$ cat config.mk
export PLATFORM = sky130hd
export DESIGN_NAME = rotary_encoder_button_debouncer
export DESIGN_NICKNAME = d
export VERILOG_FILES = /design/src/rtl/rebd_pkg.sv /design/src/rtl/rebd_cfg_regs.sv /design/src/rtl/rebd_core.sv /design/src/rtl/rotary_encoder_button_debouncer.sv
export SDC_FILE = /design/constraint.sdc
export NUM_CORES = 1
export LEC_CHECK = 0
export BUFFER_PORTS_ARGS = -buffer_cell sky130_fd_sc_hd__buf_2
export CELL_PAD_IN_SITES_DETAIL_PLACEMENT = 2
export CELL_PAD_IN_SITES_GLOBAL_PLACEMENT = 2
export CORE_ASPECT_RATIO = 0.6
export CORE_MARGIN = 10
export CORE_UTILIZATION = 39
export CTS_CLUSTER_DIAMETER = 40
export DETAILED_ROUTE_END_ITERATION = 6
export HOLD_SLACK_MARGIN = 0.1
export PLACE_DENSITY = 0.79
export SKIP_CTS_REPAIR_TIMING = 1
export SLEW_MARGIN = 20
export SYNTH_ARGS = -nofsm -noshare
export SYNTH_HDL_FRONTEND = slang
export SYNTH_HIERARCHICAL = 1
export SYNTH_SLANG_ARGS = --single-unit
$ cat constraint.sdc
create_clock -name clk -period 6.5 [get_ports clk]
set_input_delay 0.325 -clock clk [delete_from_list [all_inputs] [get_ports clk]]
set_output_delay 0.325 -clock clk [all_outputs]
set_load 0.03 [all_outputs]
$ cat src/rtl/rebd_pkg.sv
`default_nettype none
package rebd_pkg;

  typedef enum logic [2:0] {
    OP_CLOCK_EDGE  = 3'd0,
    OP_BUTTON_EDGE = 3'd1,
    OP_TAKE_LONG   = 3'd2,
    OP_TAKE_CHANGE = 3'd3,
    OP_TAKE_PRESS  = 3'd4
  } op_t;

  localparam int OP_WIDTH   = 3;
  localparam int TIME_WIDTH = 32;
  localparam int CFG_WIDTH  = 16;
  localparam int CFG_IDX_WIDTH = 2;
  localparam int POS_OUT_WIDTH = 16;

  localparam logic [CFG_IDX_WIDTH-1:0] CFG_ROTATE_LOCKOUT  = 2'd0;
  localparam logic [CFG_IDX_WIDTH-1:0] CFG_BUTTON_DEBOUNCE = 2'd1;
  localparam logic [CFG_IDX_WIDTH-1:0] CFG_LONG_PRESS      = 2'd2;

  localparam logic [CFG_WIDTH-1:0] ROTATE_LOCKOUT_RST  = 16'd250;
  localparam logic [CFG_WIDTH-1:0] BUTTON_DEBOUNCE_RST = 16'd50;
  localparam logic [CFG_WIDTH-1:0] LONG_PRESS_RST      = 16'd320;

  typedef struct packed {
    logic [CFG_WIDTH-1:0] rotate_lockout_ms;
    logic [CFG_WIDTH-1:0] button_debounce_ms;
    logic [CFG_WIDTH-1:0] long_press_ms;
  } cfg_t;

endpackage
`default_nettype wire

$ cat src/rtl/rebd_cfg_regs.sv
`default_nettype none
module rebd_cfg_regs
  import rebd_pkg::*;
(
  input  wire logic                     clk,
  input  wire logic                     rst_n,
  input  wire logic                     wr_en,
  input  wire logic [CFG_IDX_WIDTH-1:0] wr_index,
  input  wire logic [CFG_WIDTH-1:0]     wr_data,
  output cfg_t                          cfg
);

  cfg_t cfg_r;
  cfg_t cfg_nxt;

  always_comb begin
    cfg_nxt = cfg_r;
    if (wr_en) begin
      case (wr_index)
        CFG_ROTATE_LOCKOUT:  cfg_nxt.rotate_lockout_ms  = wr_data;
        CFG_BUTTON_DEBOUNCE: cfg_nxt.button_debounce_ms = wr_data;
        CFG_LONG_PRESS:      cfg_nxt.long_press_ms      = wr_data;
        default:             cfg_nxt = cfg_r;
      endcase
    end
  end

  always_ff @(posedge clk) begin
    if (!rst_n) begin
      cfg_r.rotate_lockout_ms  <= ROTATE_LOCKOUT_RST;
      cfg_r.button_debounce_ms <= BUTTON_DEBOUNCE_RST;
      cfg_r.long_press_ms      <= LONG_PRESS_RST;
    end else begin
      cfg_r <= cfg_nxt;
    end
  end

  assign cfg = cfg_r;

endmodule
`default_nettype wire

$ cat src/rtl/rebd_core.sv
`default_nettype none
module rebd_core
  import rebd_pkg::*;
#(
  parameter int POSITION_WIDTH = 16
) (
  input  wire logic                      clk,
  input  wire logic                      rst_n,
  input  wire logic                      fire,
  input  wire logic [OP_WIDTH-1:0]       op,
  input  wire logic [TIME_WIDTH-1:0]     now_ms,
  input  wire logic                      data_level,
  input  wire cfg_t                      cfg,
  output logic                           taken,
  output logic [POSITION_WIDTH-1:0]      position,
  output logic                           button_down
);

  logic [POSITION_WIDTH-1:0] pos_r, pos_nxt;
  logic                      changed_r, changed_nxt;
  logic                      pressed_r, pressed_nxt;
  logic                      press_r, press_nxt;
  logic                      long_r, long_nxt;
  logic [TIME_WIDTH-1:0]     rot_time_r, rot_time_nxt;
  logic [TIME_WIDTH-1:0]     btn_time_r, btn_time_nxt;

  logic [TIME_WIDTH-1:0] rot_dt;
  logic [TIME_WIDTH-1:0] btn_dt;
  logic                  rot_ok;
  logic                  btn_ok;
  logic                  held_long;

  // Elapsed times wrap modulo 2^32, so a plain subtract does the job.
  assign rot_dt    = now_ms - rot_time_r;
  assign btn_dt    = now_ms - btn_time_r;
  assign rot_ok    = rot_dt >= TIME_WIDTH'(cfg.rotate_lockout_ms);
  assign btn_ok    = btn_dt >= TIME_WIDTH'(cfg.button_debounce_ms);
  assign held_long = btn_dt >  TIME_WIDTH'(cfg.long_press_ms);

  always_comb begin
    pos_nxt      = pos_r;
    changed_nxt  = changed_r;
    pressed_nxt  = pressed_r;
    press_nxt    = press_r;
    long_nxt     = long_r;
    rot_time_nxt = rot_time_r;
    btn_time_nxt = btn_time_r;
    taken        = 1'b0;
    case (op)
      OP_CLOCK_EDGE: begin
        taken = 1'b1;
        if (rot_ok) begin
          rot_time_nxt = now_ms;
          pos_nxt      = data_level ? pos_r + 1'b1 : pos_r - 1'b1;
          changed_nxt  = 1'b1;
        end
      end
      OP_BUTTON_EDGE: begin
        taken = 1'b1;
        if (btn_ok) begin
          if (pressed_r && held_long) begin
            long_nxt = 1'b1;
          end
          btn_time_nxt = now_ms;
          pressed_nxt  = !pressed_r;
          if (pressed_r) begin
            press_nxt = 1'b1;
          end
        end
      end
      OP_TAKE_LONG: begin
        if (long_r) begin
          long_nxt  = 1'b0;
          press_nxt = 1'b0;
          taken     = 1'b1;
        end
      end
      OP_TAKE_CHANGE: begin
        if (changed_r) begin
          changed_nxt = 1'b0;
          taken       = 1'b1;
        end
      end
      OP_TAKE_PRESS: begin
        if (press_r) begin
          press_nxt = 1'b0;
          taken     = 1'b1;
        end
      end
      default: begin
        taken = 1'b0;
      end
    endcase
  end

  always_ff @(posedge clk) begin
    if (!rst_n) begin
      pos_r      <= '0;
      changed_r  <= 1'b0;
      pressed_r  <= 1'b0;
      press_r    <= 1'b0;
      long_r     <= 1'b0;
      rot_time_r <= '0;
      btn_time_r <= '0;
    end else if (fire) begin
      pos_r      <= pos_nxt;
      changed_r  <= changed_nxt;
      pressed_r  <= pressed_nxt;
      press_r    <= press_nxt;
      long_r     <= long_nxt;
      rot_time_r <= rot_time_nxt;
      btn_time_r <= btn_time_nxt;
    end
  end

  assign position    = pos_nxt;
  assign button_down = pressed_nxt;

endmodule
`default_nettype wire

$ cat src/rtl/rotary_encoder_button_debouncer.sv
// Rotary encoder and push-button event debouncer.
// Path: an accepted beat waits in the input register; its result then moves to the
// output register (two register stages) once that is empty or out_stall is low.
// Throughput: one beat per cycle while out_stall is low; one subtract-compare update.
// Reset (rst_n, synchronous, active low) clears the position, flags and stored
// times and loads the default windows of 250, 50 and 320 ms.
`default_nettype none
module rotary_encoder_button_debouncer
  import rebd_pkg::*;
#(
  parameter int POSITION_WIDTH = 16
) (
  input  wire logic                     clk,
  input  wire logic                     rst_n,

  input  wire logic                     in_valid,
  output logic                          in_stall,
  input  wire logic [OP_WIDTH-1:0]      in_opcode,
  input  wire logic [TIME_WIDTH-1:0]    in_now_ms,
  input  wire logic                     in_data_level,

  output logic                          out_valid,
  input  wire logic                     out_stall,
  output logic                          out_taken,
  output logic signed [POS_OUT_WIDTH-1:0] out_position,
  output logic                          out_button_down,

  input  wire logic                     cfg_valid,
  output logic                          cfg_ready,
  input  wire logic [CFG_IDX_WIDTH-1:0] cfg_index,
  input  wire logic [CFG_WIDTH-1:0]     cfg_data
);

  // Input register stage.
  logic                  s1_valid_r, s1_valid_nxt;
  logic [OP_WIDTH-1:0]   s1_op_r;
  logic [TIME_WIDTH-1:0] s1_now_r;
  logic                  s1_dlev_r;

  // Output register stage.
  logic                     out_valid_r, out_valid_nxt;
  logic                     out_taken_r;
  logic [POS_OUT_WIDTH-1:0] out_pos_r;
  logic                     out_btn_r;

  logic in_accept;
  logic fire;

  cfg_t                      cfg;
  logic                      core_taken;
  logic [POSITION_WIDTH-1:0] core_pos;
  logic                      core_btn;

  // Always writable; the user must write only while the block is idle (not enforced).
  assign cfg_ready = 1'b1;

  rebd_cfg_regs u_cfg (
    .clk      (clk),
    .rst_n    (rst_n),
    .wr_en    (cfg_valid && cfg_ready),
    .wr_index (cfg_index),
    .wr_data  (cfg_data),
    .cfg      (cfg)
  );

  // The item in the input register moves on whenever the output register is
  // empty or its beat is being taken. The state advances with that move.
  assign fire      = s1_valid_r && (!out_valid_r || !out_stall);
  // A new beat is taken whenever the input register is empty or emptying, so
  // the block can still take one beat while a finished result waits downstream.
  assign in_stall  = s1_valid_r && out_valid_r && out_stall;
  assign in_accept = in_valid && !in_stall;

  assign s1_valid_nxt  = in_accept ? 1'b1 : (fire ? 1'b0 : s1_valid_r);
  assign out_valid_nxt = fire ? 1'b1 : (out_valid_r && out_stall);

  always_ff @(posedge clk) begin
    if (!rst_n) begin
      s1_valid_r  <= 1'b0;
      out_valid_r <= 1'b0;
    end else begin
      s1_valid_r  <= s1_valid_nxt;
      out_valid_r <= out_valid_nxt;
    end
  end

  always_ff @(posedge clk) begin
    if (in_accept) begin
      s1_op_r   <= in_opcode;
      s1_now_r  <= in_now_ms;
      s1_dlev_r <= in_data_level;
    end
  end

  rebd_core #(
    .POSITION_WIDTH (POSITION_WIDTH)
  ) u_core (
    .clk         (clk),
    .rst_n       (rst_n),
    .fire        (fire),
    .op          (s1_op_r),
    .now_ms      (s1_now_r),
    .data_level  (s1_dlev_r),
    .cfg         (cfg),
    .taken       (core_taken),
    .position    (core_pos),
    .button_down (core_btn)
  );

  // The position is sign-extended from its own width, or cut, to 16 bits.
  always_ff @(posedge clk) begin
    if (fire) begin
      out_taken_r <= core_taken;
      out_pos_r   <= POS_OUT_WIDTH'($signed(core_pos));
      out_btn_r   <= core_btn;
    end
  end

  assign out_valid       = out_valid_r;
  assign out_taken       = out_taken_r;
  assign out_position    = $signed(out_pos_r);
  assign out_button_down = out_btn_r;

endmodule
`default_nettype wire

## Yosys cells after proc, flatten, opt, wreduce, memory -nomap -nowiden

Cells that the tools add are included.

- Bits in writable memories: 0
- Memories: 0
- Flip-flop bits (word level): 188
- Input port bits: 59
- Bits in latches: 0
- Output and inout bits: 21
- Logic and storage cells: 83
- Memory bits (read-only): 0

- Magnitude comparators: 3
- Multiplexer cells: 21
- Equal/unequal tests: 11
- Divide/modulo/power cells: 0
- $add $sub $neg: 4
- Shift-type cells: 0
- Bitwise logic cells: 0
- Reductions and logical operators: 26
- $mul: 0

Operators by type and width:

| kind | count |
|---|---|
| greater-or-equal comparator 32 x 16 -> 1 bit | 2 |
| subtractor 32 bit | 2 |
| two-way mux 16 bit | 3 |
| greater-than comparator 32 x 16 -> 1 bit | 1 |
| adder 16 x 1 -> 16 bit (second input constant) | 1 |
| subtractor 16 x 1 -> 16 bit (second input constant) | 1 |
| two-way mux 1 bit | 14 |
| != test 2 x 1 -> 1 bit (second input constant) | 5 |
| AND reduction 3 bit | 3 |
| equality test 3 x 2 -> 1 bit (second input constant) | 2 |
| logical AND 1 bit | 6 |
| AND reduction 2 bit | 3 |
| nonzero test 2 bit | 3 |
| AND reduction 5 bit | 1 |
| zero test 1 bit | 4 |
| one-hot mux 1 bit (2 select lines) | 2 |
| one-hot mux 1 bit (4 select lines) | 1 |
| AND reduction 4 bit | 1 |
| equality test 3 x 1 -> 1 bit (second input constant) | 1 |
| equality test 3 bit (second input constant) | 1 |
| zero test 3 bit | 1 |
| one-hot mux 1 bit (3 select lines) | 1 |
| nonzero test 3 bit | 1 |
| equality test 2 x 1 -> 1 bit (second input constant) | 1 |
| other kinds (4) | 4 |

## Longest topological paths before layout

- Depth after elaboration: 6
- Mapped depth: 24

## Hierarchy

Netlist, hierarchy kept.

By module, submodules not included:

| module | instances | area each (um2) | sequential area each (um2) | cells each |
|---|---|---|---|---|
| rebd_core | 1 | 9,073.7 | 1,681.6 | 1,174 |
| rebd_cfg_regs | 1 | 1,889.3 | 960.9 | 186 |
| rotary_encoder_button_debouncer | 1 | 1,716.6 | 1,661.6 | 64 |

## Worst setup path after synthesis

No wires, ideal clock.

- Kind: reg-to-reg
- Start: reg s1_now_r[4]
- End: reg out_pos_r[13] (netlist: out_position[13]) (data pin)
- Data required time: 6.238 ns
- Buffers on the path: 2
- Setup slack: 1.603 ns
- Clock period less this slack: 4.897 ns
- Cell stages (with the launch flop): 22
- Setup time: 0.262 ns
- Arrival: 4.635 ns
- Path through: edfxtp_1 > ha_1 > a21o_1 > a211o_1 > o221ai_1 > o221ai_1 > a21oi_1 > o21bai_1 > a21oi_1 > xnor2_1 > ha_1 > nand4_1 > or3_1 > o2111ai_1 > or4_1 > a2111oi_0 > and4_1 > nand4_1 > and3_1 > buf_2 > buf_6 > mux2_1

- Cells in the longest elaborated chain, start to end: 4

Ends and longest elaborated chain:

| item | RTL line | source |
|---|---|---|
| start: declaration | rotary_encoder_button_debouncer.sv:37 | `logic [TIME_WIDTH-1:0] s1_now_r;` |
| start signal: assignment | rotary_encoder_button_debouncer.sv:90 | `s1_now_r <= in_now_ms;` |
| subtractor 32 bit | rebd_core.sv:34 | `assign rot_dt = now_ms - rot_time_r;` |
| greater-or-equal comparator 32 x 16 -> 1 bit | rebd_core.sv:36 | `assign rot_ok = rot_dt >= TIME_WIDTH'(cfg.rotate_lockout_ms);` |
| two-way mux 16 bit | rebd_core.sv:52 | `if (rot_ok) begin` |
| two-way mux 16 bit | rebd_core.sv:49 | `case (op)` |
| named net core_pos[13] | rotary_encoder_button_debouncer.sv:51 | `logic [POSITION_WIDTH-1:0] core_pos;` |
| end signal: assignment | rotary_encoder_button_debouncer.sv:114 | `out_pos_r <= POS_OUT_WIDTH'($signed(core_pos));` |
| end: declaration | rotary_encoder_button_debouncer.sv:43 | `logic [POS_OUT_WIDTH-1:0] out_pos_r;` |

The timed path passes the listed nets, and every way through them passes these cells.
A chain may end at the register's enable or synchronous reset.

## Final worst setup path

- Start: reg s1_now_r[4]
- End: reg out_pos_r[2] (netlist: out_position[2]) (data pin)

Same word-level chain as after synthesis.

==> flow_summary.ini <==
[power_and_ir_drop]
powerDensity_nw_per_um2 = 210
peakVddDrop_v = 0.000201
p_comb_share_pct = 20.9
clkPwrFrac_pct = 36.7
p_sw_mw = 0.902
p_int_mw = 2.11
leakage_nw = 6.03
p_seq_share_pct = 42.4
p_total_mw = 3.01
power.share.switching_pct = 30.0

[sta]
rsz0062_at_grt = false
fmax_mhz = 168
final_max_slew_viol_count = 0
tightest_slew_ns = 1.07
slew-limit-headroom_pct = 28.6
period_share_pct = 91.7
setup_tns_ns = 0
hold_viol_final = 0
fin_skew_ns = 0.0178
setup_viol = 0
fin_crit_ns = 5.96

[global_routing]
grt_max_degree = 100
grt_overflow = 0
first_global_vias = 11335
grt_pass1_wl_mm = 64.9
grtUsageTotal_pct = 20.3
antenna_found_initial = 0

[floorplanning]
fp.dieW_um = 253
io_pins = 80
core_um2 = 32200
fp-row-count = 51
dieArea_um2 = 40400
die_h_um = 160
start_util_pct = 39.3

[worst_setup_path]
critPathBufInv = 0
critPathMaxStageDelay_ns = 0.56
cp-end-kind = register
worst-setup-path-type = reg2reg
cpMaxStageDelayCell = and3_1
critPathRequiredTime_ns = 6.72
arrival_ns = 6.19
critPathLaunchType = register
path_max_fanout = 15
crit_chain = ha_1 > a21o_1 > a211o_1 > o221ai_1 > o221ai_1 > a21oi_1 > o21bai_1 > a21oi_1 > xnor2_1 > ha_1 > a2111oi_0 > o2111ai_1 > or4_1 > a2111oi_0 > and4_1 > nand4_1 > and3_1 > mux2_1
crit_family = compound AO/OA/AOI/OAI gates

[layout]
fillers = 3506
syn2layout_area_growth_pct = 13.1
drive_above_1_share_pct = 9.50
antenna_cells_inserted = 0
nNetsFinal = 1699
fin_util_pct = 44.5

[drt]
dr.pass1.iters = 4
vias_per_cell = 5.47
vias = 10669
first_iter_violations = 522
finalWirelength_mm = 41.8
drc = 0
wl_per_cell_um = 21.4
ant_nets = 0

[placement]
port_buffers = 78
gp_congestion = 0.846
place_hpwl_mm = 31.3

[yosys]
synth_fa_ha_area_share_pct = 12.7
synth_top_family_by_area = simple AND/OR/NAND/NOR gates
synth.area.mux_share_pct = 12.1
synthXorXnorAreaFrac_pct = 3.94
synth_simple_gate_area_share_pct = 15.8
yosys_most_used_dff = dfxtp_1
synth_compound_area_share_pct = 14.8
syn_nets = 1610
synth_edf_count = 54
yosysUniqueCellTypes = 82
yosys_warnings = 6
ys_ff_latch = 188
syn_area_per_cell_um2 = 8.90
yosysSeqAreaShare_pct = 33.9
netlist_area_um2 = 12700
async_reset_ff_share_pct = 0
synthCells = 1424

[clocking]
cts_sinks = 188
clk_latency_ns = 0.47
clk_transition_reported_paths_ns = 0.08
root_buffer = clkbuf_16
clock_path_buffers = 2
cts_tree = yes
numCtsBuffers = 17
htree_levels = 4

[worst_hold_path]
hold_class = in2reg

[job]
maxCapViolCount = 0

[run_status]
status = finished clean
## cell usage in the layout (no fill, tap or decap), types with 14 or more instances in the layout
cell           synthesis  final
a21o_1                43     43
a21oi_1               80     80
buf_2                 12     77
clkbuf_16              0     22
dfxtp_1              134    134
dlygate4sd3_1          0     37
edfxtp_1              54     54
ha_1                 124    124
inv_1                137    137
mux2i_1              132    132
nand2_1              225    225
nand2b_1              21     21
nand3_1               14     14
nand4_1               14     14
nor2_1                64     64
nor2b_1               27     26
nor3_1                18     18
o211ai_1              14     14
o21ai_0               38     38
xnor2_1               36     36
xor2_1                21     21
## flip-flops by register name, indices dropped and copies added (netlist names)
| register | flops |
|---|---|
| u_core/rot_time_r | 32 |
| u_core/changed_r | 1 |
| out_taken | 1 |
| out_button_down | 1 |
| u_core/pos_r | 16 |
| u_core/pressed_r | 1 |
| u_cfg/cfg | 48 |
| s1_valid_r | 1 |
| out_valid | 1 |
| s1_op_r | 3 |
| u_core/long_r | 1 |
| out_position | 16 |
| s1_dlev_r | 1 |
| u_core/press_r | 1 |
| u_core/btn_time_r | 32 |
| s1_now_r | 32 |
## metrics by stage
step / std cells / setup WS [ns] / hold WS (ns) / area [µm²]
global route: 1950 / 0.0237 / 0.115 / 14300
detailed placement: 1881 / 0.648 / 0.450 / 13400
finish: 1950 / 0.537 / 0.115 / 14300
CTS: 1913 / 0.632 / 0.00666 / 14000
global placement: 1881 / 0.934 / 0.444 / 13400
floorplan: 1424 / 1.60 / 0.424 / 12700
## cells in the mapped netlist (11+ instances only)
| cell | count | area share (%) |
|---|---|---|
| nand2_1 | 225 | 6.7 |
| inv_1 | 137 | 4.1 |
| dfxtp_1 | 134 | 21 |
| mux2i_1 | 132 | 10 |
| ha_1 | 124 | 12 |
| a21oi_1 | 80 | 3.2 |
| nor2_1 | 64 | 1.9 |
| edfxtp_1 | 54 | 13 |
| a21o_1 | 43 | 2.5 |
| o21ai_0 | 38 | 1.5 |
| xnor2_1 | 36 | 2.5 |
| clkbuf_1 | 27 | 0.80 |
| nor2b_1 | 27 | 1.3 |
| nand2b_1 | 21 | 1.0 |
| xor2_1 | 21 | 1.5 |
| nor3_1 | 18 | 0.71 |
| nand3_1 | 14 | 0.55 |
| nand4_1 | 14 | 0.69 |
| o211ai_1 | 14 | 0.83 |
| o21a_1 | 13 | 0.77 |
| and3_1 | 12 | 0.59 |
| buf_2 | 12 | 0.47 |
| a211oi_1 | 11 | 0.65 |
## tightest hold or removal path, stage by stage
cell	delay (ns)
buf_2	0.11
nand2_1	0.05
mux2i_1	0.05
## power by group through the flow
| stage | Combinational [mW] | Clock, mW | Sequential (mW) |
|---|---|---|---|
| global route | 0.693 | 1.18 | 1.28 |
| floorplan | 0.405 | 0 | 1.30 |
| finish | 0.629 | 1.10 | 1.28 |
| global placement | 0.566 | 0 | 1.30 |
| detailed placement | 0.595 | 0 | 1.30 |
| CTS | 0.605 | 1.13 | 1.28 |
## final timing paths
kind | from | endpoint | slack, ns | cells past startpoint
setup / recovery | s1_now_r[4] | out_position[2] | 0.54 | 18
hold reg to reg | u_cfg/cfg[30] | u_cfg/cfg[30] | 0.46 | 2
hold / removal | cfg_data[1] | u_cfg/cfg[1] | 0.11 | 3
setup reg to reg | s1_now_r[4] | out_position[2] | 0.54 | 18
## layer usage
layer  up-vias  track usage (%)  share of wire [%]
met5         -                0                  0
met4         0             5.15                1.3
met3        34             3.26                3.2
met2       138             31.0                 44
met1      5344             29.0                 52
li1       5153                -                  -
## cell families after synthesis
logic type	Yosys count
multiplexers	150
flip-flops	188
buffers and inverters	190
AND/OR/NAND/NOR	431
adder cells (fa/ha/maj)	127
other	1
AO/OA/AOI/OAI	280
XOR/XNOR	57
## cell type report
type,count,area [µm²],share of cell area [%]
Clock buffer,26,576,4.01
Clock inverter,6,40.0,0.279
Inverter,137,514,3.59
Multi-Input combinational cell,1046,7540,52.6
Sequential cell,188,4300,30.0
Tap cell,424,531,3.70
Timing Repair Buffer,123,827,5.77
No activity file was read; power rests on OpenSTA's default activity.
